--- src/rtl/svc_pkg.sv ---
// shared types and constants for the shifted vigenere cipher
// no dependencies; imported by every module of the block
package svc_pkg;

    localparam int unsigned LETTER_W  = 5;
    localparam int unsigned CHAR_W    = 8;
    localparam int unsigned KEY_POS_W = 4;
    localparam int unsigned CFG_IDX_W = 2;

    typedef logic [LETTER_W-1:0]  letter_t;
    typedef logic [CHAR_W-1:0]    char_t;
    typedef logic [KEY_POS_W-1:0] key_pos_t;
    typedef logic [CFG_IDX_W-1:0] cfg_idx_t;

    localparam letter_t LETTER_COUNT = 5'd26;

    localparam char_t CHAR_UA    = 8'h41;
    localparam char_t CHAR_UZ    = 8'h5a;
    localparam char_t CHAR_LA    = 8'h61;
    localparam char_t CHAR_LZ    = 8'h7a;
    localparam char_t CHAR_SPACE = 8'h20;
    localparam char_t CHAR_NONE  = 8'h00;

    // configuration register indexes
    localparam cfg_idx_t CFG_DIRECTION    = 2'd0;
    localparam cfg_idx_t CFG_CAESAR_SHIFT = 2'd1;
    localparam cfg_idx_t CFG_KEY_WORD     = 2'd2;
    localparam cfg_idx_t CFG_KEY_LENGTH   = 2'd3;

    typedef enum logic [1:0] {
        CLS_LETTER = 2'd0,
        CLS_SPACE  = 2'd1,
        CLS_BAD    = 2'd2
    } char_cls_t;

    // item held between the input stage and the output stage
    typedef struct packed {
        char_cls_t cls;
        letter_t   letter;
        letter_t   key_letter;
        logic      last;
    } stage_item_t;

endpackage

--- src/rtl/svc_in_stage.sv ---
// input stage: character classification, key position counter, key letter pick
// depends on svc_pkg
module svc_in_stage #(
    parameter int MAX_KEY_LETTERS = 12
) (
    input  logic                                         aclk,
    input  logic                                         aresetn,
    input  logic                                         in_valid,
    output logic                                         in_ready,
    input  svc_pkg::char_t                               char_in,
    input  logic                                         last_in,
    input  logic [svc_pkg::LETTER_W*MAX_KEY_LETTERS-1:0] key_word,
    input  svc_pkg::key_pos_t                            key_length,
    input  logic                                         out_ready,
    output logic                                         item_valid,
    output svc_pkg::stage_item_t                         item
);
    import svc_pkg::*;

    localparam key_pos_t MaxLen = KEY_POS_W'(MAX_KEY_LETTERS);

    logic        valid_reg, valid_next;
    stage_item_t item_reg, item_next;
    key_pos_t    key_pos_reg, key_pos_next;
    key_pos_t    used_len, idx, idx_inc;
    logic        accept;

    assign in_ready   = !valid_reg || out_ready;
    assign accept     = in_valid && in_ready;
    assign item_valid = valid_reg;
    assign item       = item_reg;

    always_comb begin
        // clamp key length to 1..max
        if (key_length == '0) begin
            used_len = KEY_POS_W'(1);
        end else if (key_length > MaxLen) begin
            used_len = MaxLen;
        end else begin
            used_len = key_length;
        end
        idx     = (key_pos_reg < used_len) ? key_pos_reg : '0;
        idx_inc = idx + KEY_POS_W'(1);

        item_next            = item_reg;
        item_next.last       = last_in;
        item_next.key_letter = '0;
        for (int i = 0; i < MAX_KEY_LETTERS; i++) begin
            if (idx == KEY_POS_W'(i)) begin
                item_next.key_letter = key_word[LETTER_W*i +: LETTER_W];
            end
        end

        if (char_in inside {[CHAR_UA:CHAR_UZ]}) begin
            item_next.cls    = CLS_LETTER;
            item_next.letter = LETTER_W'(char_in - CHAR_UA);
        end else if (char_in inside {[CHAR_LA:CHAR_LZ]}) begin
            item_next.cls    = CLS_LETTER;
            item_next.letter = LETTER_W'(char_in - CHAR_LA);
        end else if (char_in == CHAR_SPACE) begin
            item_next.cls    = CLS_SPACE;
            item_next.letter = '0;
        end else begin
            item_next.cls    = CLS_BAD;
            item_next.letter = '0;
        end

        // only letters advance the key; last item rewinds it
        key_pos_next = key_pos_reg;
        if (accept) begin
            if (last_in) begin
                key_pos_next = '0;
            end else if (item_next.cls == CLS_LETTER) begin
                key_pos_next = (idx_inc >= used_len) ? '0 : idx_inc;
            end
        end

        if (accept) begin
            valid_next = 1'b1;
        end else if (out_ready) begin
            valid_next = 1'b0;
        end else begin
            valid_next = valid_reg;
        end
    end

    always_ff @(posedge aclk) begin
        if (!aresetn) begin
            valid_reg   <= 1'b0;
            key_pos_reg <= '0;
        end else begin
            valid_reg   <= valid_next;
            key_pos_reg <= key_pos_next;
        end
    end

    always_ff @(posedge aclk) begin
        if (accept) begin
            item_reg <= item_next;
        end
    end

endmodule

--- src/rtl/svc_out_stage.sv ---
// output stage: mod-26 shift of the letter and the result register
// depends on svc_pkg
module svc_out_stage (
    input  logic                 aclk,
    input  logic                 aresetn,
    input  logic                 item_valid,
    input  svc_pkg::stage_item_t item,
    output logic                 out_ready,
    input  logic                 direction,
    input  svc_pkg::letter_t     caesar_shift,
    output logic                 m_tvalid,
    input  logic                 m_tready,
    output svc_pkg::char_t       char_out,
    output logic                 bad_char,
    output logic                 last_out
);
    import svc_pkg::*;

    // one conditional subtract brings a value below 52 into 0..25
    function automatic letter_t fold26(input logic [LETTER_W:0] v);
        logic [LETTER_W:0] r;
        r = (v >= {1'b0, LETTER_COUNT}) ? v - {1'b0, LETTER_COUNT} : v;
        return r[LETTER_W-1:0];
    endfunction

    logic              valid_reg, valid_next;
    char_t             char_reg, char_next;
    logic              bad_reg, bad_next;
    logic              last_reg;
    letter_t           caesar_m, key_m, shift, new_pos;
    logic [LETTER_W:0] sum;

    assign out_ready = !valid_reg || m_tready;
    assign m_tvalid  = valid_reg;
    assign char_out  = char_reg;
    assign bad_char  = bad_reg;
    assign last_out  = last_reg;

    always_comb begin
        caesar_m = fold26({1'b0, caesar_shift});
        key_m    = fold26({1'b0, item.key_letter});
        shift    = fold26({1'b0, caesar_m} + {1'b0, key_m});
        if (direction) begin
            sum = {1'b0, item.letter} + {1'b0, LETTER_COUNT} - {1'b0, shift};
        end else begin
            sum = {1'b0, item.letter} + {1'b0, shift};
        end
        new_pos = fold26(sum);

        case (item.cls)
            CLS_LETTER: begin
                char_next = CHAR_UA + CHAR_W'(new_pos);
                bad_next  = 1'b0;
            end
            CLS_SPACE: begin
                char_next = CHAR_SPACE;
                bad_next  = 1'b0;
            end
            default: begin
                char_next = CHAR_NONE;
                bad_next  = 1'b1;
            end
        endcase

        valid_next = out_ready ? item_valid : valid_reg;
    end

    always_ff @(posedge aclk) begin
        if (!aresetn) begin
            valid_reg <= 1'b0;
        end else begin
            valid_reg <= valid_next;
        end
    end

    always_ff @(posedge aclk) begin
        if (out_ready && item_valid) begin
            char_reg <= char_next;
            bad_reg  <= bad_next;
            last_reg <= item.last;
        end
    end

endmodule

--- src/rtl/shifted_vigenere_cipher_top.sv ---
// top level of the shifted vigenere cipher: configuration registers and stages
// depends on svc_pkg, svc_in_stage, svc_out_stage
//
//   channel   direction  tdata                tuser      tlast
//   s_        in         [7:0] char_in        -          last_in
//   m_        out        [7:0] char_out       bad_char   last_out
//   cfg_      in         cfg_wdata, index 0 direction, 1 caesar_shift,
//                        2 key_word, 3 key_length (write only)
//
// one item per clock sustained while m_tready stays high; each item passes
// through the input register and then the result register on its way out
// the key position counter computes its next value combinationally from its
// own register, so letters follow each other with no gap
// synchronous active-low reset clears both stages and the key position, and
// sets the configuration registers to defaults (shift 1, length 7); no clearing pass
// a stalled result holds in the output register while the input register
// still takes one more item
module shifted_vigenere_cipher_top #(
    parameter int MAX_KEY_LETTERS = 12
) (
    input  logic                                         aclk,
    input  logic                                         aresetn,
    // input items
    input  logic                                         s_tvalid,
    output logic                                         s_tready,
    input  logic [7:0]                                   s_tdata,  // [7:0] char_in
    input  logic                                         s_tlast,  // last_in
    // result items
    output logic                                         m_tvalid,
    input  logic                                         m_tready,
    output logic [7:0]                                   m_tdata,  // [7:0] char_out
    output logic                                         m_tuser,  // [0] bad_char
    output logic                                         m_tlast,  // last_out
    // configuration writes
    input  logic                                         cfg_we,
    input  svc_pkg::cfg_idx_t                            cfg_index,
    input  logic [svc_pkg::LETTER_W*MAX_KEY_LETTERS-1:0] cfg_wdata
);
    import svc_pkg::*;

    localparam int KeyW = LETTER_W * MAX_KEY_LETTERS;

    // configuration registers
    logic              direction_reg;
    letter_t           caesar_shift_reg;
    logic [KeyW-1:0]   key_word_reg;
    key_pos_t          key_length_reg;

    // between the stages
    logic              item_valid;
    logic              out_ready;
    stage_item_t       item;

    always_ff @(posedge aclk) begin
        if (!aresetn) begin
            direction_reg    <= 1'b0;
            caesar_shift_reg <= LETTER_W'(1);
            key_word_reg     <= '0;
            key_length_reg   <= KEY_POS_W'(7);
        end else if (cfg_we) begin
            case (cfg_index)
                CFG_DIRECTION:    direction_reg    <= cfg_wdata[0];
                CFG_CAESAR_SHIFT: caesar_shift_reg <= cfg_wdata[LETTER_W-1:0];
                CFG_KEY_WORD:     key_word_reg     <= cfg_wdata;
                CFG_KEY_LENGTH:   key_length_reg   <= cfg_wdata[KEY_POS_W-1:0];
                default: ;
            endcase
        end
    end

    // classify, track key position, pick the key letter
    svc_in_stage #(
        .MAX_KEY_LETTERS(MAX_KEY_LETTERS)
    ) u_in_stage (
        .aclk       (aclk),
        .aresetn    (aresetn),
        .in_valid   (s_tvalid),
        .in_ready   (s_tready),
        .char_in    (s_tdata),
        .last_in    (s_tlast),
        .key_word   (key_word_reg),
        .key_length (key_length_reg),
        .out_ready  (out_ready),
        .item_valid (item_valid),
        .item       (item)
    );

    // mod-26 shift and result register
    svc_out_stage u_out_stage (
        .aclk         (aclk),
        .aresetn      (aresetn),
        .item_valid   (item_valid),
        .item         (item),
        .out_ready    (out_ready),
        .direction    (direction_reg),
        .caesar_shift (caesar_shift_reg),
        .m_tvalid     (m_tvalid),
        .m_tready     (m_tready),
        .char_out     (m_tdata),
        .bad_char     (m_tuser),
        .last_out     (m_tlast)
    );

endmodule

--- config.mk ---
export PLATFORM = sky130hd
export DESIGN_NAME = shifted_vigenere_cipher_top
export DESIGN_NICKNAME = d
export VERILOG_FILES = /design/src/rtl/svc_pkg.sv /design/src/rtl/svc_in_stage.sv /design/src/rtl/svc_out_stage.sv /design/src/rtl/shifted_vigenere_cipher_top.sv
export SDC_FILE = /design/constraint.sdc
export NUM_CORES = 1
export LEC_CHECK = 0
export ABC_AREA = 1
export BUFFER_PORTS_ARGS = -buffer_cell sky130_fd_sc_hd__buf_4
export CELL_PAD_IN_SITES_DETAIL_PLACEMENT = 1
export CELL_PAD_IN_SITES_GLOBAL_PLACEMENT = 2
export CORE_MARGIN = 3
export CORE_UTILIZATION = 35
export CTS_CLUSTER_SIZE = 30
export DETAILED_ROUTE_END_ITERATION = 12
export HOLD_SLACK_MARGIN = 0.06
export PLACE_DENSITY = 0.93
export SYNTH_ARGS = -nofsm -noshare
export SYNTH_HDL_FRONTEND = slang
export SYNTH_SLANG_ARGS = --single-unit
--- constraint.sdc ---
create_clock -name aclk -period 10.1 [get_ports aclk]
set_clock_uncertainty 0.2 [all_clocks]
set_input_delay 0.505 -clock aclk [delete_from_list [all_inputs] [get_ports aclk]]
set_output_delay 0.505 -clock aclk [all_outputs]
set_load 0.01 [all_outputs]
**Word level (Yosys, flattened, before mapping)**

Index checks and enable logic that the tools add are counted.

- Output and inout bits: 12
- Word-level logic and storage cells: 104
- Input bits: 76
- Register bits: 99

- Equality and inequality tests: 16
- Add/subtract/negate cells: 12
- $lt $le $gt $ge: 11
- Reductions and logical operators: 21
- Mux-type cells: 30

Operators with widths:

| kind | number |
|---|---|
| two-way mux 5 bit | 16 |
| two-way mux 4 bit | 6 |
| two-way mux 7 bit | 3 |
| subtractor 5 bit (second input constant) | 4 |
| equality test 4 x 3 -> 1 bit (second input constant) | 4 |
| equality test 4 bit (second input constant) | 4 |
| >= comparator 8 x 7 -> 1 bit (second input constant) | 2 |
| <= comparator 8 x 7 -> 1 bit (second input constant) | 2 |
| one-hot mux 8 bit (2 select lines) | 1 |
| adder 5 x 5 -> 6 bit | 2 |
| >= comparator 6 x 5 -> 1 bit (second input constant) | 2 |
| >= comparator 5 bit (second input constant) | 2 |
| AND reduction 2 bit | 5 |
| subtractor 5 x 1 -> 5 bit (second input constant) | 2 |
| adder 7 x 5 -> 8 bit (first input constant) | 1 |
| equality test 4 x 2 -> 1 bit (second input constant) | 2 |
| equality test 8 x 6 -> 1 bit (second input constant) | 1 |
| zero test 4 bit | 2 |
| adder 5 x 5 -> 6 bit (second input constant) | 1 |
| zero test 2 bit | 3 |
| two-way mux 6 bit | 1 |
| subtractor 6 x 5 -> 6 bit | 1 |
| adder 4 x 1 -> 4 bit (second input constant) | 1 |
| equality test 2 x 1 -> 1 bit (second input constant) | 2 |
| other kinds (11) | 20 |

**Longest topological paths before layout**

Gate-level depths: netlist of run 1.

- Depth after elaboration: 18
- Depth in mapped cells: 34
- Mapped depth without buffers: 34

**By module**

Synthesis of run 1 repeated with hierarchy kept, for this count alone.

- Cells, all modules: 946
- Area, all modules: 6377.4 µm²

By module, submodules not included:

| module | times used | cells an instance | area an instance (µm²) |
|---|---|---|---|
| shifted_vigenere_cipher_top | 1 | 440 | 2862.7 |
| svc_in_stage | 1 | 283 | 1943.1 |
| svc_out_stage | 1 | 223 | 1571.5 |

**Worst setup path after synthesis of run 1**

OpenSTA, ideal clock, no wires.

- Path type: reg2reg
- Start: reg caesar_shift_reg[1]
- End: reg u_out_stage.char_reg[4], in the netlist u_out_stage.char_out[4], data pin
- Clock period less this slack: 5069 ps
- Buffers on the path: 0
- Setup time: 253 ps
- Slack: 5031 ps
- Data required time: 9647 ps
- Arrival time: 4616 ps
- Cell stages (with the launch flop): 30
- Cell sequence: dfxtp_1 inv_1 ha_1 a211oi_1 xor2_1 fa_1 a21oi_1 o21ai_0 xnor2_1 inv_1 nand2_1 nand2_1 xor2_1 ha_1 inv_1 ha_1 fa_1 nand2_1 nand2_1 a21oi_1 or2_1 a31oi_2 inv_2 nand2_2 nor2_4 xor2_2 ha_1 nand3_1 nor2_1 nor2_1

- Cells in the longest elaborated chain, start to end: 11
- Elaborated cells between the ends (all ways): 15
- Classes of those cells: add/sub: 7; order compare: 3; mux: 5

RTL lines:

| item | RTL line | text |
|---|---|---|
| start, declared | shifted_vigenere_cipher_top.sv:45 | `letter_t caesar_shift_reg;` |
| start signal, assigned | shifted_vigenere_cipher_top.sv:63 | `CFG_CAESAR_SHIFT: caesar_shift_reg <= cfg_wdata[LETTER_W-1:0];` |
| subtractor 5 bit or >= comparator 5 bit (tied branches) | svc_out_stage.sv:22 | `r = (v >= {1'b0, LETTER_COUNT}) ? v - {1'b0, LETTER_COUNT} : v;` |
| two-way mux 5 bit * | svc_out_stage.sv:22 |  |
| adder 5 x 5 -> 6 bit * | svc_out_stage.sv:42 | `shift = fold26({1'b0, caesar_m} + {1'b0, key_m});` |
| subtractor 5 bit or >= comparator 6 x 5 -> 1 bit (tied branches) | svc_out_stage.sv:22 |  |
| two-way mux 5 bit * | svc_out_stage.sv:22 |  |
| subtractor 6 x 5 -> 6 bit or adder 5 x 5 -> 6 bit (tied branches) | svc_out_stage.sv:44, svc_out_stage.sv:46 |  |
| two-way mux 6 bit * | svc_out_stage.sv:43 | `if (direction) begin` |
| subtractor 5 bit or >= comparator 6 x 5 -> 1 bit (tied branches) | svc_out_stage.sv:22 |  |
| two-way mux 5 bit * | svc_out_stage.sv:22 |  |
| adder 7 x 5 -> 8 bit * | svc_out_stage.sv:52 | `char_next = CHAR_UA + CHAR_W'(new_pos);` |
| one-hot mux 8 bit (2 select lines) * | svc_out_stage.sv:50 | `case (item.cls)` |
| named net u_out_stage.char_next[4] | svc_out_stage.sv:27 | `char_t char_reg, char_next;` |
| end signal, assigned | svc_out_stage.sv:78 | `char_reg <= char_next;` |
| end, declared | svc_out_stage.sv:27 |  |

Mark *: on every way through the listed nets, which the timed path passes. The rest lies on a longest branch.
A chain may end at the register's enable or synchronous reset.

**Worst setup path in the final report of run 1**

Ends and elaborated chain as after synthesis.

==> run metrics, run 1 <==
final setup vio count 0; Mapped Avg Cell Area 7.404 um2; Worst Path Required roughly 10 ns; die area approximately 18000 um2; port bufs 86; Synth top area share between 20 and 30%; Vias/cell 4.865; CTS Sinks 98; post-CTS sizing 0; multiplexer share of the synthesized area 0%; final hold vios 0; fin cells 1047; pin count of the biggest net entering global routing 70; top_reg_cell synth dfxtp_1; number of CTS-inserted buffers 9; Max Buffers Root-to-Sink 2; maximum fanout along the worst path 4; Largest register FFs 60; fillers a little under 2000; Post-synth EDFFs 22; xor/xnor share of the synthesized area around 2.5%; slowest cell delay on critical path around 0.47 ns; kind of critical path flip-flop to flip-flop; fin nets 949; Synth Instances 755; post-synthesis simple-gate area fraction around 26%; top post-synthesis cells by area dfxtp_1, edfxtp_1, nor2_1, ha_1, nand2_1; # diodes 0; antenna violations before repair 0; area leader, netlist dfxtp_1; fmax 0.1734 GHz; placed cells 1031; Slew @ Worst Pin roughly 0.86 ns; Core Area 15430 um2; H-tree levels 3; Die Width about 130 um; Max-cap violations 0; DR iter-0 viols 195; critical path's top delay family adder cells; gr ovfl total 0; Seq/Total Area, Yosys between 30% and 40%; Row Count 45; first-pass GRT wire length between 20 and 30 mm; vias post-DR between 5000 and 6000; cell area after placement between 6000 and 7000 um2; worst-skew pair later-pin latency 0.35 ns; Adder-Cell Fraction of Synth Area under 10%; Worst Path Arrival 5.69 ns; Design Area, Final approximately 6700 um2; status finished, final reports clean; Starting Density a little over a third; dpl hpwl 11.55 mm; PD cells 171.5 nW/um2; TritonCTS clock tree done; Netlist cell types 45; CTS root buffer clkbuf_16; Final Max Slew Viols 0; WL final approximately 15 mm; Post-DRT Antenna Nets 0; Initial DRT Pass Iterations 4; mapped cell area roughly 5600 um2; share of cells above drive strength 1 16.75%; RSZ-0062 raised after global routing false; vias in the first global route 5389; Critical-path top delay cell a211oi_1; post-detailed-route DRC marker count 0; Die H between 100 and 150 um; post-synthesis compound-gate area fraction 15.40%; largest family of logic cells by synthesized area simple AND/OR/NAND/NOR gates; period utilization a little under three fifths; synthesized flop and latch total roughly 100; io pins 88; worst rel slew slack between 40% and 50%; Crit. End Element flip-flop; Synthesis Warnings 0; setup TNS 0 ns; Synth-to-Final Area Change 20.43%; DR WL/cell roughly 14 um; RD Place Congestion 0.8718; startpoint types flip-flop; Reg clk slew, reported paths approximately 0.07 ns; Peak VDD IR about 84 uV; worst hold path class primary input to flip-flop; Mapped Nets approximately 870; critical path buffer and inverter count 3; # hold bufs at CTS 0; minimum clock period 5.768 ns; Leak between 3 and 4 nW; Post-CTS Setup Bufs 0; Synth async-reset ratio 0%; all-layer global routing usage around 17%
==> layer usage <==
layer / part of all wire (%) / global-route usage (%) / vias to the layer above / wire length (um)
li1: - / - / 2604 / -
met1: 44 / 20.99 / 2418 / 6678
met2: 51 / 31.37 / 57 / 7712
met3: 2.4 / 2.405 / 15 / 355
met4: 1.8 / 6.871 / 0 / 270
met5: 0 / 0 / - / 0
==> cell usage after synthesis (2+ instances only) <==
library cell	count
a21boi_0	2
fa_1	3
nand4_1	4
nor4_1	3
xor2_1	12
o21ai_0	76
dfxtp_1	76
or2_2	2
o21ai_2	3
or2_0	2
inv_1	82
inv_2	6
xnor2_1	2
nand2_4	2
ha_1	39
nor2_2	6
a31oi_1	3
nor2_4	6
nand3_1	37
nand2_1	107
clkbuf_1	21
nand2_2	6
o21a_1	3
a21oi_1	61
nor2_1	146
nor3_1	4
o211ai_1	2
edfxtp_1	22
==> power breakdown <==
group	switching (mW)	leakage (nW)	internal [mW]	total, mW
sequential	0.0109	0.839	0.425	0.435
combinational	0.223	2.18	0.137	0.361
clock	0.150	0.150	0.209	0.358
==> final cells by class <==
class / count / area [um2] / share of cell area (%)
clock inverter: 3 / 45.04 / 0.6690
inverter: 89 / 334.1 / 4.962
timing repair buffer: 88 / 660.6 / 9.812
clock buffer: 13 / 261.5 / 3.884
tap: 211 / 264.0 / 3.921
multi-input combinational: 545 / 2985 / 44.34
sequential: 98 / 2182 / 32.41
==> placed cells by master (no fill, tap or decap), types with 2 or more instances in the layout <==
master	instances
fa_1	3
nand3_1	37
or2_0	2
xor2_1	12
nor2_2	7
or2_2	2
o21a_1	3
nand2_4	2
a21oi_1	61
o211ai_1	2
edfxtp_1	22
clkbuf_1	3
inv_1	82
nor2_1	145
nand4_1	4
buf_4	88
a31oi_1	3
dfxtp_1	76
nand2_2	6
ha_1	39
nor3_1	4
a21boi_0	2
inv_2	6
o21ai_2	3
nor2_4	6
xnor2_1	2
nor4_1	3
clkbuf_16	10
nand2_1	107
o21ai_0	76
==> per-stage QoR <==
stage               power [mW]  setup WS [ns]  util (%)  hold slack [ns]
global route             1.236          3.754     43.64           0.1336
floorplan               0.7069          5.031         -           0.2003
CTS                      1.172          4.287     43.64           0.1318
finish                   1.154          4.332     43.64           0.1409
global placement        0.7865          4.774     41.65           0.2131
detailed placement      0.8082          4.298     41.65           0.2084
==> kinds of logic after synthesis <==
group	Yosys count
simple gates	329
compound gates	158
buf+inv	112
flops	98
fa+ha+maj	42
xor+xnor	15
other cells	1
==> final timing paths <==
path | from | endpoint | slack, ns | cells after the start
worst max-delay path | caesar_shift_reg[1]$_SDFFE_PN0P_ | u_out_stage.char_out[4]$_DFFE_PP_ | 4.33 | 29
worst min-delay path | s_tlast | u_in_stage.item[0]$_DFFE_PP_ | 0.14 | 1
worst max register to register | caesar_shift_reg[1]$_SDFFE_PN0P_ | u_out_stage.char_out[4]$_DFFE_PP_ | 4.33 | 29
worst min register to register | u_in_stage.item[0]$_DFFE_PP_ | u_out_stage.last_out$_DFFE_PP_ | 0.22 | 0
No activity file was read; power rests on OpenSTA's default activity.
==> run 2, diff against run 1 <==
--- a/config.mk
+++ b/config.mk
@@ -10,11 +10,11 @@
 export CELL_PAD_IN_SITES_DETAIL_PLACEMENT = 1
 export CELL_PAD_IN_SITES_GLOBAL_PLACEMENT = 2
 export CORE_MARGIN = 3
-export CORE_UTILIZATION = 35
+export CORE_UTILIZATION = 29
 export CTS_CLUSTER_SIZE = 30
 export DETAILED_ROUTE_END_ITERATION = 12
 export HOLD_SLACK_MARGIN = 0.06
-export PLACE_DENSITY = 0.93
+export PLACE_DENSITY = 0.84
 export SYNTH_ARGS = -nofsm -noshare
 export SYNTH_HDL_FRONTEND = slang
 export SYNTH_SLANG_ARGS = --single-unit
==> constraint.sdc (replaced) <==
create_clock -name aclk -period 4.9 [get_ports aclk]
set_clock_uncertainty 0.2 [all_clocks]
set_input_delay 0.245 -clock aclk [delete_from_list [all_inputs] [get_ports aclk]]
set_output_delay 0.245 -clock aclk [all_outputs]
set_load 0.01 [all_outputs]
==> run 2 against run 1 <==
The run now ends with negative setup slack left; worst setup slack lost 4.4 ns; die area grew 20%; total power grew 150%; non-clock buffer count grew 117; cell area grew 22%; count of clock-buffer cells in the layout shrank 4; worst hold slack lost 0.059 ns; first-iteration DRC count shrank 15%; global-route usage shrank 1.6 points; utilization shrank 0.13 points; sequential share of layout area shrank 5.7 points; via count grew 7.8%.
==> run metrics, run 2 (synthesized netlist as in run 1, its figures left out) <==
status finished with violations; failing checks negative setup slack; Synth-to-Final Area Change 46.58%; Largest register FFs 60 (unchanged); first-pass GRT wire length 26.69 mm (+5.4%); CTS Sinks 98 (unchanged); vias post-DR 5493 (+7.8%); Vias/cell 4.528 (-6.9%); TritonCTS clock tree done; PD cells 351.2 nW/um2 (+100%); die area 20980 um2 (+20%); fillers 2261 (+15%); Die Width 144.8 um (+9.4%); final setup vio count 4 (+4); RD Place Congestion 0.8111 (-7.0%); DR WL/cell 14.07 um (-1.9%); most common cell after layout, fill and taps aside nor2_1; Max-cap violations 0 (unchanged); Die H 144.8 um (+9.4%); Final Max Slew Viols 0 (unchanged); Design Area, Final 8194 um2 (+22%); Worst Path Required 4.92 ns (-5.10 ns); post-detailed-route DRC marker count 0 (unchanged); fmax 0.1997 GHz (+15%); combined area of the multi-input logic cells 3303 um2 (+11%); number of CTS-inserted buffers 9 (unchanged); port bufs 86 (unchanged); DR iter-0 viols 166 (-15%); startpoint types flip-flop; Row Count 50 (+11%); share of cells above drive strength 1 26.34% (+9.6 points); kind of critical path flip-flop to flip-flop; Starting Density 29.69% (-6.5 points); WL final 17.07 mm (+14%); Initial DRT Pass Iterations 4 (unchanged); Slew @ Worst Pin 1.076 ns (+0.2149 ns); pin count of the biggest net entering global routing 70 (unchanged); Peak VDD IR 166.8 uV (+100%); Reg clk slew, reported paths 0.08 ns (about the same); period utilization 102.2% (+45 points); Crit. End Element flip-flop; # diodes 0 (unchanged); pre-CTS setup slack -0.3017 ns (-4.600 ns); worst-skew pair later-pin latency 0.35 ns (about the same); Worst Path Arrival 5.03 ns (-0.66 ns); minimum clock period 5.006 ns (-0.7617 ns); gr ovfl total 0 (unchanged); worst rel slew slack 28.27% (-14 points); Post-DRT Antenna Nets 0 (unchanged); Max Buffers Root-to-Sink 2 (unchanged); Core Area 18830 um2 (+22%); dpl hpwl 11.31 mm (-2.1%); all-layer global routing usage 15.85% (-1.6 points); antenna violations before repair 0 (unchanged); RSZ-0062 raised after global routing true; cell area after placement 6719 um2 (+4.6%); CTS root buffer clkbuf_16; fin nets 1066 (+12%); setup ws final -0.1064 ns (-4.438 ns); Critical-path top delay cell fa_2; slowest cell delay on critical path 0.40 ns (-0.07 ns); worst hold path class primary input to flip-flop; most frequent cells in the layout nor2_1, buf_4, nand2_1; Leak 3.741 nW (+18%); final hold vios 0 (unchanged); H-tree levels 3 (unchanged); io pins 88 (unchanged); Reg area 2185 um2 (+0.12%); CP most frequent cell nand2_2; maximum fanout along the worst path 4 (unchanged); vias in the first global route 5561 (+3.2%); final core utilization 43.52% (-0.13 points)
-- run 2: cell types whose count changed in the layout (fill, tap and decap cells not counted), moves of 10 or more --
cell / delta
a21oi_1: -10
dlygate4sd3_1: +70
buf_4: +44
nand2_1: -11
-- run 2: final timing paths --
kind                                                       start                                end  slack, ns  cells past startpoint
worst min register to register      u_in_stage.item[0]$_DFFE_PP_     u_out_stage.last_out$_DFFE_PP_       0.24                      0
worst min-delay path                                  s_tdata[3]       u_in_stage.item[9]$_DFFE_PP_       0.08                      3
worst max-delay path            caesar_shift_reg[0]$_SDFFE_PN1P_  u_out_stage.char_out[4]$_DFFE_PP_      -0.11                     30
worst max register to register  caesar_shift_reg[0]$_SDFFE_PN1P_  u_out_stage.char_out[4]$_DFFE_PP_      -0.11                     30
-- run 2: worst max-delay path, delay by kind of cell (launching register included) --
| family | cells | cell delay (ns) |
|---|---|---|
| and+or+nand+nor | 12 | 1.08 |
| adders and majority gates | 5 | 1.40 |
| buffers and inverters | 4 | 0.35 |
| xor gates and xnor gates | 4 | 0.71 |
| DFF | 1 | 0.31 |
| AOI/OAI and AO/OA | 5 | 0.82 |
-- run 2: area by class of cell --
cell class	instances	share of cell area, %
clock buffers	9	2.749
well taps	260	3.970
flip-flops and latches	98	26.66
inverters	89	4.107
repair buffers	205	21.06
clock inverters	7	1.145
multi-input cells	545	40.31
-- run 2: power breakdown --
group	internal [mW]	leakage [nW]	switching, mW	total (mW)
logic	0.582	2.75	0.631	1.21
clock network	0.412	0.155	0.355	0.767
registers	0.875	0.840	0.0235	0.898
-- run 2: routing by layer --
layer  vias up  GRT usage (%)  routed length [um]
li1       2832              -                   -
met1      2585          20.02                7640
met2        61          27.77                8883
met3        15          2.070                 301
met4         0          5.449                 246
met5         -              0                   0
-- run 2: what timing repair did --
| item | CTS | global route |
|---|---|---|
| setup endpoints to repair | 5 | 5 |
| gates cloned | 0 | 0 |
| hold buffers | 70 | 0 |
| setup buffers | 8 | 10 |
| pin swaps | 21 | 38 |
| resized for setup | 27 | 54 |
| hold endpoints to repair | 80 | 0 |
-- run 2: through the flow --
stage	hold WS [ns]	total power, mW	std cells	TNS, ns
finish	0.08157	2.878	1213	-0.3466
floorplan	0.1439	1.462	755	0
detailed placement	0.2146	1.802	1109	-1.160
global placement	0.2036	1.783	1109	-0.2700
CTS	0.07035	2.707	1203	-0.1486
global route	0.09823	3.056	1213	-2.070
==> run 3, diff against run 2 <==
--- a/config.mk
+++ b/config.mk
@@ -14,7 +14,7 @@
 export CTS_CLUSTER_SIZE = 30
 export DETAILED_ROUTE_END_ITERATION = 12
 export HOLD_SLACK_MARGIN = 0.06
-export PLACE_DENSITY = 0.84
+export PLACE_DENSITY = 0.75
 export SYNTH_ARGS = -nofsm -noshare
 export SYNTH_HDL_FRONTEND = slang
 export SYNTH_SLANG_ARGS = --single-unit
==> run 3 against run 2 <==
The run still ends with negative setup slack left; sequential power about the same; utilization rose by 0.27 points; maximum frequency is 1.4% lower; register-to-register slack worse by 0.07 ns; critical path type unchanged; critical endpoint is now u_out_stage.char_out[3]$_DFFE_PP_.
==> run metrics, run 3 (synthesized netlist as in run 1, its figures left out) <==
status finished with violations; failing checks negative setup slack; critical path's top delay family adder cells; Critical-path top delay cell fa_2; min-delay src s_tdata[2]; worst hold path class primary input to flip-flop; CTS root buffer clkbuf_16; gr ovfl total 0 (unchanged); period utilization 103.6% (+1.4 points); dpl hpwl 12.20 mm (+7.8%); reg-to-reg endpoint u_out_stage.char_out[3]$_DFFE_PP_; most common cell after layout, fill and taps aside nor2_1; Reg area 2185 um2 (unchanged); Hold Path Sink u_in_stage.item[8]$_DFFE_PP_; Register-to-Register Path Depth 27 (-10%); Die H 144.8 um (unchanged); Slew @ Worst Pin 0.9165 ns (-0.1595 ns); slowest cell delay on critical path 0.53 ns (+0.13 ns); Row Count 50 (unchanged); Hold WS 0.07876 ns (-0.002812 ns); Max-cap violations 0 (unchanged); # diodes 0 (unchanged); fillers 2257 (-0.18%); setup ws final -0.1772 ns (-0.07076 ns); Final Max Slew Viols 0 (unchanged); Worst Path Arrival 5.00 ns (-0.03 ns); worst rel slew slack 38.90% (+11 points); Comb power frac 40.7% (-1.4 points); pin count of the biggest net entering global routing 70 (unchanged); DR iter-0 viols 189 (+14%); Worst Hold Depth 3 (unchanged); Initial DRT Pass Iterations 4 (unchanged); final setup vio count 5 (+1); Flop pwr share 31.3% (about the same); critical path buffer and inverter count 6 (+2); kind of critical path flip-flop to flip-flop; maximum fanout along the worst path 4 (unchanged); first-pass GRT wire length 28.12 mm (+5.4%); WL final 17.26 mm (+1.1%); Sw Share 34.02% (-1.0 points); CTS Sinks 98 (unchanged); Die Width 144.8 um (unchanged); post-detailed-route DRC marker count 0 (unchanged); fin nets 1075 (+0.84%); number of CTS-inserted buffers 9 (unchanged); RSZ-0062 raised after global routing true; Core Area 18830 um2 (unchanged); worst-skew pair later-pin latency 0.36 ns (about the same); Vias/cell 4.558 (+0.65%); all-layer global routing usage 16.79% (+0.95 points); antenna violations before repair 0 (unchanged); Int Power 1.896 mW (+1.4%); Largest register FFs 60 (unchanged); die area 20980 um2 (unchanged); Max Buffers Root-to-Sink 2 (unchanged); Leak 3.787 nW (+1.2%); PD cells 348.4 nW/um2 (-0.78%); CP most frequent cell buf_4; minimum clock period 5.077 ns (+0.07076 ns); fmax 0.1970 GHz (-1.4%); Peak VDD IR 206.2 uV (+24%); Worst Path Required 4.82 ns (-0.10 ns); Reg clk slew, reported paths 0.07 ns (about the same); final hold vios 0 (unchanged); Post-DRT Antenna Nets 0 (unchanged); share of cells above drive strength 1 25.88% (-0.45 points); Reg2Reg Setup Slack -0.18 ns (-0.07 ns); RR Startpoint u_in_stage.item[2]$_DFFE_PP_; Pwr Total 2.873 mW (-0.16%); P_sw 0.9774 mW (-3.1%); vias in the first global route 5910 (+6.3%); combined area of the multi-input logic cells 3269 um2 (-1.0%); Starting Density 29.69% (unchanged); startpoint types flip-flop; H-tree levels 3 (unchanged); most frequent cells in the layout nor2_1, buf_4, nand2_1; port bufs 86 (unchanged); io pins 88 (unchanged); vias post-DR 5570 (+1.4%); DR WL/cell 14.13 um (+0.39%); Synth-to-Final Area Change 47.49%; Clk pwr share 28.0% (+1.4 points); Crit. End Element flip-flop; TritonCTS clock tree done; RD Place Congestion 0.8658 (+6.7%)
[run 3: worst min-delay path, delay by kind of cell]
family | cells | cell delay (ns)
simple gates | 1 | 0.09
buf+inv | 1 | 0.10
xor+xnor | 1 | 0.07
[run 3: repair_timing]
item / 4_1_cts / 5_1_grt
resized for setup: 45 / 24
pin swaps: 30 / 34
buffers inserted: 20 / 10
hold buffers: 70 / 0
hold endpoints to repair: 81 / 0
setup endpoints to repair: 5 / 5
[run 3: how the worst max path moves through the flow]
stage / endpoint / startpoint / slack, ns / depth (start not counted)
6_report: u_out_stage.char_out[3]$_DFFE_PP_ / u_in_stage.item[2]$_DFFE_PP_ / -0.18 / 27
5_1_grt: u_out_stage.char_out[4]$_DFFE_PP_ / u_in_stage.item[2]$_DFFE_PP_ / -0.46 / 29
4_1_cts: u_out_stage.char_out[4]$_DFFE_PP_ / u_in_stage.item[2]$_DFFE_PP_ / -0.14 / 30
3_5_place_dp: u_out_stage.char_out[4]$_DFFE_PP_ / u_in_stage.item[2]$_DFFE_PP_ / -0.53 / 30
3_3_place_gp: u_out_stage.char_out[4]$_DFFE_PP_ / u_in_stage.item[2]$_DFFE_PP_ / -0.19 / 30
2_1_floorplan: u_out_stage.char_out[4]$_DFFE_PP_ / u_in_stage.item[2]$_DFFE_PP_ / 0.002 / 30
[run 3: area by class of cell]
cell class,instances,share of cell area (%)
Multi-Input combinational cell,545,39.65
Sequential cell,98,26.49
Clock inverter,7,1.290
Clock buffer,9,2.731
Inverter,89,4.052
Timing Repair Buffer,214,21.84
Tap cell,260,3.945
[run 3: power groups by stage]
stage | Clock, mW | Combinational, mW | Sequential, mW
6_report | 0.805 | 1.17 | 0.898
3_3_place_gp | 0 | 0.814 | 0.914
2_1_floorplan | 0 | 0.550 | 0.911
5_1_grt | 0.867 | 1.29 | 0.904
4_1_cts | 0.832 | 1.08 | 0.898
3_5_place_dp | 0 | 0.849 | 0.916
[run 3: stage by stage]
stage | setup TNS (ns) | utilization [%] | worst slack, ns | instances | instance area, um2
4_1_cts | -0.4954 | 42.88 | -0.1385 | 1213 | 8075
5_1_grt | -2.107 | 43.79 | -0.4619 | 1222 | 8245
2_1_floorplan | 0 | - | 0.002355 | 755 | 5604
3_3_place_gp | -0.4010 | 35.60 | -0.1868 | 1107 | 6704
6_report | -0.7621 | 43.79 | -0.1772 | 1222 | 8245
3_5_place_dp | -1.990 | 35.60 | -0.5317 | 1107 | 6704
[run 3: layer usage]
metal	track usage [%]	wire [um]	up-vias
met2	30.22	9040	49
met4	5.155	236	0
met3	2.793	380	17
met1	20.44	7607	2657
li1	-	-	2847
met5	0	0	-
